`src/hw/rtl/srs_pkg.sv`:
```
// Shared sizes, types and helpers for the substring replace stream.
// No dependencies; imported by srs_cfg, srs_front, srs_back and the top level.
package srs_pkg;

  localparam int MAX_PATTERN     = 16;
  localparam int MAX_REPLACEMENT = 16;

  localparam int WORD_W    = 64;
  localparam int LEN_W     = 5;
  localparam int CFG_IDX_W = 3;

  localparam int CNT_W  = $clog2(MAX_PATTERN + 1);
  localparam int IDX_W  = (MAX_PATTERN > 1) ? $clog2(MAX_PATTERN) : 1;
  localparam int REP_N  = (MAX_REPLACEMENT > 0) ? MAX_REPLACEMENT : 1;
  localparam int RLEN_W = (MAX_REPLACEMENT > 0) ? $clog2(MAX_REPLACEMENT + 1) : 1;
  localparam int RIDX_W = (REP_N > 1) ? $clog2(REP_N) : 1;

  localparam int QUEUE_DEPTH = 4;
  localparam int QPTR_W      = $clog2(QUEUE_DEPTH);
  localparam int QCNT_W      = $clog2(QUEUE_DEPTH + 1);

  // Register map of the configuration port
  typedef enum logic [CFG_IDX_W-1:0] {
    REG_PAT_LO  = 3'd0,
    REG_PAT_HI  = 3'd1,
    REG_PAT_LEN = 3'd2,
    REG_REP_LO  = 3'd3,
    REG_REP_HI  = 3'd4,
    REG_REP_LEN = 3'd5
  } cfg_reg_t;

  // One queued text request
  typedef struct packed {
    logic [7:0] text_byte;
    logic       end_of_text;
  } item_t;

  // Decoded configuration handed to the back end
  typedef struct packed {
    logic [MAX_PATTERN-1:0][7:0] pat;
    logic [CNT_W-1:0]            plen;
    logic [REP_N-1:0][7:0]       rep;
    logic [RLEN_W-1:0]           rlen;
    logic                        clear_window;
  } cfg_t;

  typedef enum logic [1:0] {
    ST_RUN,
    ST_REPL,
    ST_FLUSH
  } back_state_t;

  // Pick byte i of a two-word string; positions 16 and up read zero
  function automatic logic [7:0] byte_of(logic [WORD_W-1:0] lo,
                                         logic [WORD_W-1:0] hi, int i);
    logic [7:0] b;
    b = 8'd0;
    if (i < 8) begin
      b = lo[8*i +: 8];
    end else if (i < 16) begin
      b = hi[8*(i-8) +: 8];
    end
    return b;
  endfunction

endpackage

```
`src/hw/rtl/srs_cfg.sv`:
```
// Configuration registers of the substring replace stream.
// Depends on srs_pkg; feeds decoded pattern and replacement to srs_back.
module srs_cfg import srs_pkg::*; (
  input  logic                 clk,
  input  logic                 rst,
  input  logic                 cfg_valid,
  output logic                 cfg_ready,
  input  logic [CFG_IDX_W-1:0] cfg_index,
  input  logic [WORD_W-1:0]    cfg_data,
  output cfg_t                 cfg
);

  localparam int PSAT_W = (CNT_W > LEN_W) ? CNT_W : LEN_W;
  localparam int RSAT_W = (RLEN_W > LEN_W) ? RLEN_W : LEN_W;

  logic [WORD_W-1:0] pat_lo;
  logic [WORD_W-1:0] pat_hi;
  logic [LEN_W-1:0]  pat_len;
  logic [WORD_W-1:0] rep_lo;
  logic [WORD_W-1:0] rep_hi;
  logic [LEN_W-1:0]  rep_len;
  logic              wr;

  assign cfg_ready = 1'b1;
  assign wr        = cfg_valid && cfg_ready;

  // Store register writes; unknown indexes are dropped
  always_ff @(posedge clk) begin
    if (rst) begin
      pat_lo  <= '0;
      pat_hi  <= '0;
      pat_len <= '0;
      rep_lo  <= '0;
      rep_hi  <= '0;
      rep_len <= '0;
    end else if (wr) begin
      case (cfg_reg_t'(cfg_index))
        REG_PAT_LO:  pat_lo  <= cfg_data;
        REG_PAT_HI:  pat_hi  <= cfg_data;
        REG_PAT_LEN: pat_len <= cfg_data[LEN_W-1:0];
        REG_REP_LO:  rep_lo  <= cfg_data;
        REG_REP_HI:  rep_hi  <= cfg_data;
        REG_REP_LEN: rep_len <= cfg_data[LEN_W-1:0];
        default: ;
      endcase
    end
  end

  // Unpack bytes, saturate lengths and drop the window on a pattern rewrite
  always_comb begin
    for (int i = 0; i < MAX_PATTERN; i++) begin
      cfg.pat[i] = byte_of(pat_lo, pat_hi, i);
    end
    for (int i = 0; i < REP_N; i++) begin
      cfg.rep[i] = byte_of(rep_lo, rep_hi, i);
    end
    cfg.plen = (PSAT_W'(pat_len) > PSAT_W'(MAX_PATTERN)) ?
               CNT_W'(MAX_PATTERN) : CNT_W'(pat_len);
    cfg.rlen = (RSAT_W'(rep_len) > RSAT_W'(MAX_REPLACEMENT)) ?
               RLEN_W'(MAX_REPLACEMENT) : RLEN_W'(rep_len);
    cfg.clear_window = 1'b0;
    if (wr) begin
      case (cfg_reg_t'(cfg_index))
        REG_PAT_LO, REG_PAT_HI, REG_PAT_LEN: cfg.clear_window = 1'b1;
        default: cfg.clear_window = 1'b0;
      endcase
    end
  end

endmodule

```
`src/hw/rtl/srs_front.sv`:
```
// Front end: accepts text requests into a short queue for the back end.
// Depends on srs_pkg.
module srs_front import srs_pkg::*; (
  input  logic       clk,
  input  logic       rst,
  input  logic       text_valid,
  output logic       text_stall,
  input  logic [7:0] text_byte,
  input  logic       end_of_text,
  output logic       q_valid,
  output item_t      q_item,
  input  logic       q_pop
);

  item_t               mem [QUEUE_DEPTH];
  logic [QPTR_W-1:0]   head;
  logic [QPTR_W-1:0]   tail;
  logic [QCNT_W-1:0]   fill;
  logic                push;

  assign text_stall = (fill == QCNT_W'(QUEUE_DEPTH));
  assign push       = text_valid && !text_stall;
  assign q_valid    = (fill != '0);
  assign q_item     = mem[head];

  // Write the accepted request at the tail
  always_ff @(posedge clk) begin
    if (push) begin
      mem[tail] <= '{text_byte: text_byte, end_of_text: end_of_text};
    end
  end

  // Advance pointers and fill level
  always_ff @(posedge clk) begin
    if (rst) begin
      head <= '0;
      tail <= '0;
      fill <= '0;
    end else begin
      if (push) begin
        tail <= tail + QPTR_W'(1);
      end
      if (q_pop) begin
        head <= head + QPTR_W'(1);
      end
      if (push && !q_pop) begin
        fill <= fill + QCNT_W'(1);
      end else if (!push && q_pop) begin
        fill <= fill - QCNT_W'(1);
      end
    end
  end

endmodule

```
`src/hw/rtl/srs_back.sv`:
```
// Back end: window match, replacement sequencing, flush and output register.
// Depends on srs_pkg; fed by srs_front and srs_cfg.
module srs_back import srs_pkg::*; (
  input  logic       clk,
  input  logic       rst,
  input  cfg_t       cfg,
  input  logic       q_valid,
  input  item_t      q_item,
  output logic       q_pop,
  output logic       result_valid,
  input  logic       result_stall,
  output logic [7:0] out_byte,
  output logic       byte_present,
  output logic       last_of_text
);

  logic [MAX_PATTERN-1:0][7:0] win;
  logic [MAX_PATTERN-1:0][7:0] win_next;
  logic [MAX_PATTERN-1:0][7:0] win_shift;
  logic [MAX_PATTERN-1:0][7:0] wn;
  logic [MAX_PATTERN-1:0][7:0] ws;
  logic [CNT_W-1:0]            count;
  logic [CNT_W-1:0]            count_next;
  back_state_t                 state;
  back_state_t                 state_next;
  logic [RIDX_W-1:0]           rep_idx;
  logic [RIDX_W-1:0]           rep_idx_next;
  logic                        rep_end;
  logic                        rep_end_next;

  logic       adv;
  logic       win_prefix;
  logic [7:0] pat_at_count;
  logic       do_slide;
  logic       do_take;
  logic       t_copy;
  logic       t_hit;
  logic       t_match;
  logic       t_grow;
  logic       rep_more;
  logic       rep_done;
  logic       emit;
  logic [7:0] emit_byte;
  logic       emit_present;
  logic       emit_last;

  assign adv = !result_valid || !result_stall;

  // Check the held window against the pattern start
  always_comb begin
    win_prefix = 1'b1;
    for (int i = 0; i < MAX_PATTERN; i++) begin
      if ((CNT_W'(i) < count) && (win[i] != cfg.pat[i])) begin
        win_prefix = 1'b0;
      end
    end
  end

  // Build the appended window and the one-place shifts
  always_comb begin
    for (int i = 0; i < MAX_PATTERN; i++) begin
      wn[i] = (CNT_W'(i) == count) ? q_item.text_byte : win[i];
    end
    for (int i = 0; i < MAX_PATTERN - 1; i++) begin
      ws[i]        = wn[i+1];
      win_shift[i] = win[i+1];
    end
    ws[MAX_PATTERN-1]        = wn[MAX_PATTERN-1];
    win_shift[MAX_PATTERN-1] = win[MAX_PATTERN-1];
  end

  // Classify the head request against the window
  assign pat_at_count = cfg.pat[count[IDX_W-1:0]];
  assign do_slide = adv && (state == ST_RUN) && !win_prefix;
  assign do_take  = adv && (state == ST_RUN) && win_prefix && q_valid;
  assign t_copy   = (cfg.plen == '0);
  assign t_hit    = !t_copy && (q_item.text_byte == pat_at_count);
  assign t_match  = t_hit && ((count + CNT_W'(1)) == cfg.plen);
  assign t_grow   = t_hit && !t_match && !q_item.end_of_text;
  assign rep_more = (cfg.rlen > RLEN_W'(1));
  assign rep_done = ((RLEN_W'(rep_idx) + RLEN_W'(1)) == cfg.rlen);

  // Next state
  always_comb begin
    state_next = state;
    unique case (state)
      ST_RUN: begin
        if (do_take && t_match && rep_more) begin
          state_next = ST_REPL;
        end else if (do_take && !t_copy && !t_match && !t_grow &&
                     q_item.end_of_text && (count != '0)) begin
          state_next = ST_FLUSH;
        end
      end
      ST_REPL: begin
        if (adv && rep_done) begin
          state_next = ST_RUN;
        end
      end
      ST_FLUSH: begin
        if (adv && (count == CNT_W'(1))) begin
          state_next = ST_RUN;
        end
      end
      default: state_next = ST_RUN;
    endcase
  end

  // Outputs and window update
  always_comb begin
    emit         = 1'b0;
    emit_byte    = 8'd0;
    emit_present = 1'b1;
    emit_last    = 1'b0;
    q_pop        = 1'b0;
    win_next     = win;
    count_next   = count;
    rep_idx_next = rep_idx;
    rep_end_next = rep_end;
    unique case (state)
      ST_RUN: begin
        if (do_slide) begin
          // release the oldest byte of a window that broke the prefix
          emit       = 1'b1;
          emit_byte  = win[0];
          win_next   = win_shift;
          count_next = count - CNT_W'(1);
        end else if (do_take) begin
          q_pop = 1'b1;
          if (t_copy) begin
            emit      = 1'b1;
            emit_byte = q_item.text_byte;
            emit_last = q_item.end_of_text;
          end else if (t_match) begin
            count_next   = '0;
            rep_idx_next = RIDX_W'(1);
            rep_end_next = q_item.end_of_text;
            if (cfg.rlen != '0) begin
              emit      = 1'b1;
              emit_byte = cfg.rep[0];
              emit_last = q_item.end_of_text && !rep_more;
            end else if (q_item.end_of_text) begin
              // bare end marker after a deleted match
              emit         = 1'b1;
              emit_present = 1'b0;
              emit_last    = 1'b1;
            end
          end else if (t_grow) begin
            win_next   = wn;
            count_next = count + CNT_W'(1);
          end else begin
            // mismatch or end of text: release the oldest byte now
            emit      = 1'b1;
            emit_byte = wn[0];
            emit_last = q_item.end_of_text && (count == '0);
            win_next  = ws;
          end
        end
      end
      ST_REPL: begin
        if (adv) begin
          emit         = 1'b1;
          emit_byte    = cfg.rep[rep_idx];
          emit_last    = rep_end && rep_done;
          rep_idx_next = rep_idx + RIDX_W'(1);
        end
      end
      ST_FLUSH: begin
        if (adv) begin
          emit       = 1'b1;
          emit_byte  = win[0];
          emit_last  = (count == CNT_W'(1));
          win_next   = win_shift;
          count_next = count - CNT_W'(1);
        end
      end
      default: ;
    endcase
    if (cfg.clear_window) begin
      count_next = '0;
    end
  end

  // Hold the window bytes
  always_ff @(posedge clk) begin
    win <= win_next;
  end

  // Update control state
  always_ff @(posedge clk) begin
    if (rst) begin
      state   <= ST_RUN;
      count   <= '0;
      rep_idx <= '0;
      rep_end <= 1'b0;
    end else begin
      state   <= state_next;
      count   <= count_next;
      rep_idx <= rep_idx_next;
      rep_end <= rep_end_next;
    end
  end

  // Output register
  always_ff @(posedge clk) begin
    if (rst) begin
      result_valid <= 1'b0;
    end else if (adv) begin
      result_valid <= emit;
    end
  end

  always_ff @(posedge clk) begin
    if (adv) begin
      out_byte     <= emit_byte;
      byte_present <= emit_present;
      last_of_text <= emit_last;
    end
  end

endmodule

```
`src/hw/rtl/substring_replace_stream.sv`:
```
// Top level of the streaming find-and-replace block.
// Depends on srs_pkg, srs_cfg, srs_front and srs_back.
//
//  channel  | handshake               | payload
//  ---------+-------------------------+-----------------------------------------
//  text     | text_valid / text_stall | text_byte, end_of_text
//  result   | result_valid /          | out_byte, byte_present, last_of_text
//           |   result_stall          |
//  cfg      | cfg_valid / cfg_ready   | cfg_index, cfg_data
//
// In the back end a text byte that emits at most one result is taken as it emits.
// A match emits its replacement bytes in turn (none for an empty replacement); a
// broken partial match releases its held bytes in turn, and an end of text flushes
// the pending bytes. An accepted request enters the four-entry request queue; the
// back end takes it from the queue head and loads the result register from it.
// Reset is synchronous; it clears queue pointers, window count, state and result
// valid. result_stall on a valid result freezes the back end; the queue keeps
// taking text meanwhile until it is full.
module substring_replace_stream import srs_pkg::*; (
  input  logic                 clk,
  input  logic                 rst,
  input  logic                 text_valid,
  output logic                 text_stall,
  input  logic [7:0]           text_byte,
  input  logic                 end_of_text,
  output logic                 result_valid,
  input  logic                 result_stall,
  output logic [7:0]           out_byte,
  output logic                 byte_present,
  output logic                 last_of_text,
  input  logic                 cfg_valid,
  output logic                 cfg_ready,
  input  logic [CFG_IDX_W-1:0] cfg_index,
  input  logic [WORD_W-1:0]    cfg_data
);

  cfg_t  cfg;
  logic  q_valid;
  item_t q_item;
  logic  q_pop;

  srs_cfg u_cfg (
    .clk       (clk),
    .rst       (rst),
    .cfg_valid (cfg_valid),
    .cfg_ready (cfg_ready),
    .cfg_index (cfg_index),
    .cfg_data  (cfg_data),
    .cfg       (cfg)
  );

  srs_front u_front (
    .clk         (clk),
    .rst         (rst),
    .text_valid  (text_valid),
    .text_stall  (text_stall),
    .text_byte   (text_byte),
    .end_of_text (end_of_text),
    .q_valid     (q_valid),
    .q_item      (q_item),
    .q_pop       (q_pop)
  );

  srs_back u_back (
    .clk          (clk),
    .rst          (rst),
    .cfg          (cfg),
    .q_valid      (q_valid),
    .q_item       (q_item),
    .q_pop        (q_pop),
    .result_valid (result_valid),
    .result_stall (result_stall),
    .out_byte     (out_byte),
    .byte_present (byte_present),
    .last_of_text (last_of_text)
  );

endmodule

```
`config.mk`:
```
export PLATFORM = sky130hd
export DESIGN_NAME = substring_replace_stream
export DESIGN_NICKNAME = d
export VERILOG_FILES = /design/src/hw/rtl/srs_pkg.sv /design/src/hw/rtl/srs_cfg.sv /design/src/hw/rtl/srs_front.sv /design/src/hw/rtl/srs_back.sv /design/src/hw/rtl/substring_replace_stream.sv
export SDC_FILE = /design/constraint.sdc
export NUM_CORES = 1
export LEC_CHECK = 0
export ABC_AREA = 1
export BUFFER_PORTS_ARGS = -buffer_cell sky130_fd_sc_hd__buf_4
export CORE_UTILIZATION = 57
export DETAILED_ROUTE_END_ITERATION = 16
export PLACE_DENSITY = 0.76
export RECOVER_POWER = 25
export SETUP_SLACK_MARGIN = 0.15
export SKIP_CTS_REPAIR_TIMING = 1
export SYNTH_ARGS = -nofsm -noshare
export SYNTH_HDL_FRONTEND = slang
export SYNTH_SLANG_ARGS = --single-unit
```
`constraint.sdc`:
```
create_clock -name clk -period 7.4 [get_ports clk]
set_clock_uncertainty 0.05 [all_clocks]
set_input_delay 1.11 -clock clk [delete_from_list [all_inputs] [get_ports clk]]
set_output_delay 1.11 -clock clk [all_outputs]
set_load 0.02 [all_outputs]
```
==> flow_summary.toml, run 1 <==
[outcome]
status = "finished with violations"
violations = "max-capacitance violations, max-slew violations"

[drt]
dr.pass1.iters = 6
drcViolationCount = 0
first_iter_violations = 3833
wl_um = 98500
vias = 26020
wl_per_cell_um = 22.4
viasPerCell = 5.93
ant_nets = 0

[global_routing]
grt_pass1_vias = 23094
grt_max_degree = 151
grt_use_total = 0.418
grt_pass1_wl_um = 146000
grt.overflow.total = 0
antenna_found_initial = 3

[layout]
fin_util = 0.640
area_delta_synth_final_pct = 9.95
nets = 3852
final_layout_size_suffix_gt1_frac = 0.0572

[power]
powerDensity_mw_per_mm2 = 277
power_switching_mw = 2.77
swShare = 0.351
clkPwrFrac = 0.333
peakVddDrop_mv = 0.251
power_leakage_nw = 12.9
p_seq_frac = 0.424
combPwrFrac = 0.243
p_int_mw = 5.12

[synth]
yosys.area.top_type = "dfxtp_1"
synthDistinctLibCells = 37
syn_area_mm2 = 0.0259
ys_top_cells_by_count = "709 x nor2_1, 704 x nand2_1, 585 x o21ai_0"
ys_seq_elements = 462
ys_seq_area_frac = 0.424
async_reset_ff_frac = 0
syn_area_per_cell_um2 = 6.83
syn-num-nets = 3890
synth_top_area_share = 0.222
yosys_warnings = 0
synth_edf_count = 174
synth_area_leaders = "dfxtp_1 22%, edfxtp_1 20%, o21ai_0 11%"
synth_cells = 3793
dominantRegCellSynth = "dfxtp_1"
yosysMostFrequentCell = "nor2_1"

[placed_design]
hpwlAfterDp_um = 69300
numPortBuffers = 92
dp_slack_ns = 2.25
routabilityCongestion = 1.08

[die]
ios = 94
core_area_mm2 = 0.0445
rows = 77
dieHeight_um = 215
dieArea_mm2 = 0.0463
die_x_um = 215
start_util = 0.582

[critical_path]
cp_max_fo = 65
end_kind = "register"
setup.worst_path.class = "input pin to register"
critPathRequiredTime_ns = 7.87
worstSetupStartpointType = "input pin"
cp.arrival_ns = 5.87

[sta]
hold_violations = 0
fin_tns_setup_ns = 0
finalCritPeriodShare = 0.730
fmax_mhz = 185
rsz0062_at_grt = "no"
finalWorstSetupSlack_ns = 2.00
fin_crit_ns = 5.40
slew_viol_final = 220
tightest_slew_ns = 2.48
slew_headroom = -0.654
finalSetupViolations = 0

[cts]
clk_path_buf_depth = 3
root_buffer = "clkbuf_16"
clk_latency_ns = 0.64
cts_num_sinks = 462
htree_levels = 2
path_clk_slew_ns = 0.06
tritoncts = "built"
numCtsBuffers = 50

[hold_path]
hold_path.class = "register to register"

[flow_run]
maxCapViolCount = 5
-- routing by layer --
layer / GRT usage / share of wire / up-vias
li1: - / - / 12194
met1: 0.562 / 0.39 / 11853
met2: 0.619 / 0.42 / 1651
met3: 0.0703 / 0.11 / 320
met4: 0.274 / 0.077 / 2
met5: 0 / 0.00014 / -
-- final timing paths --
check	start	endpoint	slack, ns	cells past startpoint
max	cfg_index[1]	u_cfg.rep_hi[31]$_SDFFE_PP0P_	2.00	8
min	u_front.head[0]$_SDFFE_PP0P_	u_front.head[0]$_SDFFE_PP0P_	0.42	2
max reg2reg	register	u_back.win[30]$_DFFE_PP_	2.05	17
min reg2reg	u_front.head[0]$_SDFFE_PP0P_	u_front.head[0]$_SDFFE_PP0P_	0.42	2
-- metrics by stage --
step                hold WS [ns]  cells  power (mW)  instance area, µm²
floorplan                  0.386   3793        4.51               25900
global placement           0.407   4295        5.21               26900
detailed placement         0.408   4295        5.22               26900
CTS                        0.419   4389        7.81               28600
global route               0.445   4389        8.17               28500
finish                     0.420   4390        7.89               28500
-- power by group through the flow --
stage               Sequential [mW]  Combinational (mW)  Clock (mW)
finish                         3.34                1.92        2.63
global route                   3.35                2.10        2.72
CTS                            3.32                1.87        2.62
detailed placement             3.36                1.86           0
global placement               3.37                1.84           0
floorplan                      3.22                1.29           0
-- area by class of cell --
cell class / instances / area, µm²
clock buffer: 75 / 1510
antenna: 1 / 2.50
fill: 4169 / 16000
tap: 592 / 741
inverter: 455 / 1710
timing repair buffer: 132 / 960
multi-input combinational: 2654 / 12400
sequential: 462 / 11000
clock inverter: 19 / 215
-- critical path: stages --
cell and delay (ns):
clkbuf_1 0.11, nor2_1 0.11, inv_1 0.08, nor2_4 0.07
clkbuf_1 1.75, inv_1 1.95, nor2_1 0.54, nor2_1 0.09
-- cell usage in the layout (no fill, tap or decap), types with 43 or more instances in the layout --
cell type  instances
o21ai_1           43
nand3_1          132
inv_1            442
clkbuf_16         53
o21ai_0          585
buf_4             99
a21oi_1          181
nand2_1          704
dfxtp_1          286
edfxtp_1         174
nor2_1           705
o22ai_1           81
xnor2_1           86
-- state kept, by name (all words and copies together), names as in the netlist, 2 cells and up, named ones only --
name	flops
u_front.fill	3
u_back.win	128
u_back.out_byte	8
u_back.state	2
u_back.rep_idx	4
u_cfg.rep_lo	64
u_cfg.rep_hi	64
u_front.head	2
u_cfg.pat_len	5
u_cfg.pat_hi	64
u_cfg.pat_lo	64
u_front.tail	2
u_cfg.rep_len	5
u_front.mem	36
u_back.count	5
-- cell families after synthesis --
family          after synthesis  share of synthesized area
simple gates               1600                      0.243
compound gates              932                      0.188
buf+inv                     677                      0.101
flops                       462                      0.424
xor+xnor                    105                     0.0355
fa+ha+maj                    16                    0.00801
other cells                   1                   0.000145
Note: power is estimated with default switching activity, not from simulation.
==> run 2: changes to the inputs <==
- ABC_AREA: 1 -> 0
- clock period: 7.4 -> 4.7 ns (I/O delays scaled with it)
==> run 2 against run 1 <==
Against the previous run:
- the flow still finishes with violations (max-capacitance violations, max-slew violations)
- design area down 4.1%
- register-to-register slack worse by 1.6 ns
- sequential power up 72%
- first-iteration DRC count down 27%
- via count down 22%
- sequential share of layout area up 1.7 points
- clock power up 43%
- wire length down 18%
- setup slack worse by 1.6 ns
- largest cell class unchanged
- largest power group unchanged
==> flow_summary.toml, run 2 <==
[outcome]
status = "finished with violations"
violations = "max-capacitance violations, max-slew violations"

[sta]
finalSetupViolations = 0
slew_viol_final = 227
slew_headroom = -1.19
fmax_mhz = 235
fin_crit_ns = 4.26
finalWorstSetupSlack_ns = 0.440
rsz0062_at_grt = "no"
whs_ns = 0.307
tightest_slew_ns = 3.28
hold_violations = 0
finalCritPeriodShare = 0.906

[layout]
num_antenna_cells = 0
final_layout_size_suffix_gt1_frac = 0.161
fin_cells = 3133
area_delta_synth_final_pct = 9.87
largest_reg_flops = 128
regMostFlops = "u_back.win"
nets = 2609
mostFrequentLayoutCell = "nand2_1"
mostFrequentLayoutCells = "577 x nand2_1, 297 x a21oi_1, 285 x dfxtp_1, 261 x mux2i_1, 174 x edfxtp_1"
fin_area_mm2 = 0.0273

[synth]
synth_cells = 2488
ys_seq_area_frac = 0.442
yosysMostFrequentCell = "nand2_1"
synthDistinctLibCells = 77
ys_seq_elements = 462
synth_top_area_share = 0.232
syn-num-nets = 2585
dominantRegCellSynth = "dfxtp_1"
yosys.area.top_type = "dfxtp_1"
syn_area_per_cell_um2 = 9.99
ys_top_cells_by_count = "577 x nand2_1, 298 x a21oi_1, 288 x dfxtp_1"
syn_area_mm2 = 0.0249
yosys_warnings = 0
synth_edf_count = 174
async_reset_ff_frac = 0
synth_area_leaders = "dfxtp_1 23%, edfxtp_1 21%, mux2i_1 11%"

[die]
dieHeight_um = 211
start_util = 0.577
core_area_mm2 = 0.0431
die_x_um = 211
rows = 76
ios = 94
dieArea_mm2 = 0.0445

[placed_design]
placed_area_mm2 = 0.0259
routabilityCongestion = 1.04
dp_slack_ns = 0.599
place_inst = 3046
numPortBuffers = 92
hpwlAfterDp_um = 58600

[cts]
path_clk_slew_ns = 0.06
htree_levels = 2
cts_num_sinks = 462
tritoncts = "built"
root_buffer = "clkbuf_16"
clk_path_buf_depth = 3
numCtsBuffers = 49
clk_latency_ns = 0.62

[drt]
wl_um = 81000
ant_nets = 0
wl_per_cell_um = 25.8
dr.pass1.iters = 6
first_iter_violations = 2792
vias = 20251
viasPerCell = 6.46
drcViolationCount = 0

[global_routing]
grt_max_degree = 162
grt_pass1_wl_um = 120000
grt.overflow.total = 0
grt_pass1_vias = 19313
antenna_found_initial = 1
grt_use_total = 0.365

[critical_path]
reg2reg_to = "u_back.win[82]$_DFFE_PP_"
cp.arrival_ns = 4.48
critPathRequiredTime_ns = 4.92
crit_slowest_cell = "o21ai_0"
end_kind = "register"
crit_path_max_incr_delay_ns = 0.79
worstSetupStartpointType = "register"
setup.worst_path.class = "register to register"
reg2reg_slack_ns = 0.44
r2r_cells = 9
cp_max_fo = 20
crit_chain = "xor2_1 > nor4_1 > a211oi_1 > o21ai_0 > nor4b_1 > nand2_1 > or3_4 > a21oi_4 > buf_4"
r2r-start = "u_back.win[13]$_DFFE_PP_"

[power]
powerDensity_mw_per_mm2 = 459
combPwrFrac = 0.242
clkPwrFrac = 0.300
p_seq_frac = 0.458
power_leakage_nw = 9.30
peakVddDrop_mv = 0.340
p_int_mw = 8.35
power_switching_mw = 4.20
swShare = 0.335

[hold_path]
min_from = "text_byte[1]"
hold_path.class = "input pin to register"
worstHoldPathCells = 1
holdPathEnd = "u_front.mem[0][2]$_DFFE_PP_"

[flow_run]
maxCapViolCount = 2
[run 2: worst max-delay path by stage]
stage                                             from  cells past startpoint                  endpoint
final                         u_back.win[13]$_DFFE_PP_                      9  u_back.win[82]$_DFFE_PP_
after global routing          u_back.win[12]$_DFFE_PP_                      9  u_back.win[82]$_DFFE_PP_
after CTS                     u_back.win[13]$_DFFE_PP_                      9  u_back.win[82]$_DFFE_PP_
after detailed placement      u_back.win[13]$_DFFE_PP_                      9  u_back.win[81]$_DFFE_PP_
after global placement        u_back.win[13]$_DFFE_PP_                      9  u_back.win[81]$_DFFE_PP_
after floorplan           u_back.count[0]$_SDFFE_PP0P_                     14   u_back.win[0]$_DFFE_PP_
[run 2: routing by layer]
layer | GRT usage | vias to the layer above | part of all wire
li1 | - | 8904 | -
met1 | 0.499 | 9823 | 0.39
met2 | 0.549 | 1293 | 0.44
met3 | 0.0703 | 229 | 0.11
met4 | 0.193 | 2 | 0.057
met5 | 0 | - | 0.00014
[run 2: kinds of logic (layout without fill, tap and decap cells)]
group / count (synthesis) / after routing / share of synthesized area
multiplexers: 443 / 443 / 0.218
other: 1 / 1 / 0.000151
flip-flops: 462 / 462 / 0.442
AND/OR/NAND/NOR: 771 / 771 / 0.132
buffers and inverters: 199 / 259 / 0.0457
AO/OA/AOI/OAI: 448 / 448 / 0.102
XOR/XNOR: 148 / 148 / 0.0521
adder cells (fa/ha/maj): 16 / 16 / 0.00835
[run 2: layout make-up]
cell class                 count  area (µm²)
timing repair buffer         150        1160
multi-input combinational   1827       12800
tap                          585         732
inverter                      22        86.3
fill                        3478       15800
sequential                   462       11000
clock inverter                 8         108
clock buffer                  79        1420
[run 2: critical path: cells and delay by family (launching register included)]
family	cells	cell delay [ns]
xor gates and xnor gates	1	0.16
and+or+nand+nor	4	1.63
buffers and inverters	1	0.37
AOI/OAI and AO/OA	3	1.27
DFF	1	0.42
[run 2: per-stage QoR]
stage / TNS [ns] / power (mW) / utilization
floorplan: -34.19 / 7.47 / -
global placement: 0 / 8.60 / 0.601
detailed placement: 0 / 8.72 / 0.601
CTS: 0 / 12.4 / 0.636
global route: 0 / 12.9 / 0.634
finish: 0 / 12.6 / 0.634
[run 2: power by group through the flow]
stage               logic [mW]  registers [mW]  clock network, mW
detailed placement        2.99            5.73                  0
finish                    3.04            5.75               3.77
CTS                       3.00            5.67               3.77
global route              3.23            5.74               3.92
global placement          2.88            5.72                  0
floorplan                 2.16            5.32                  0
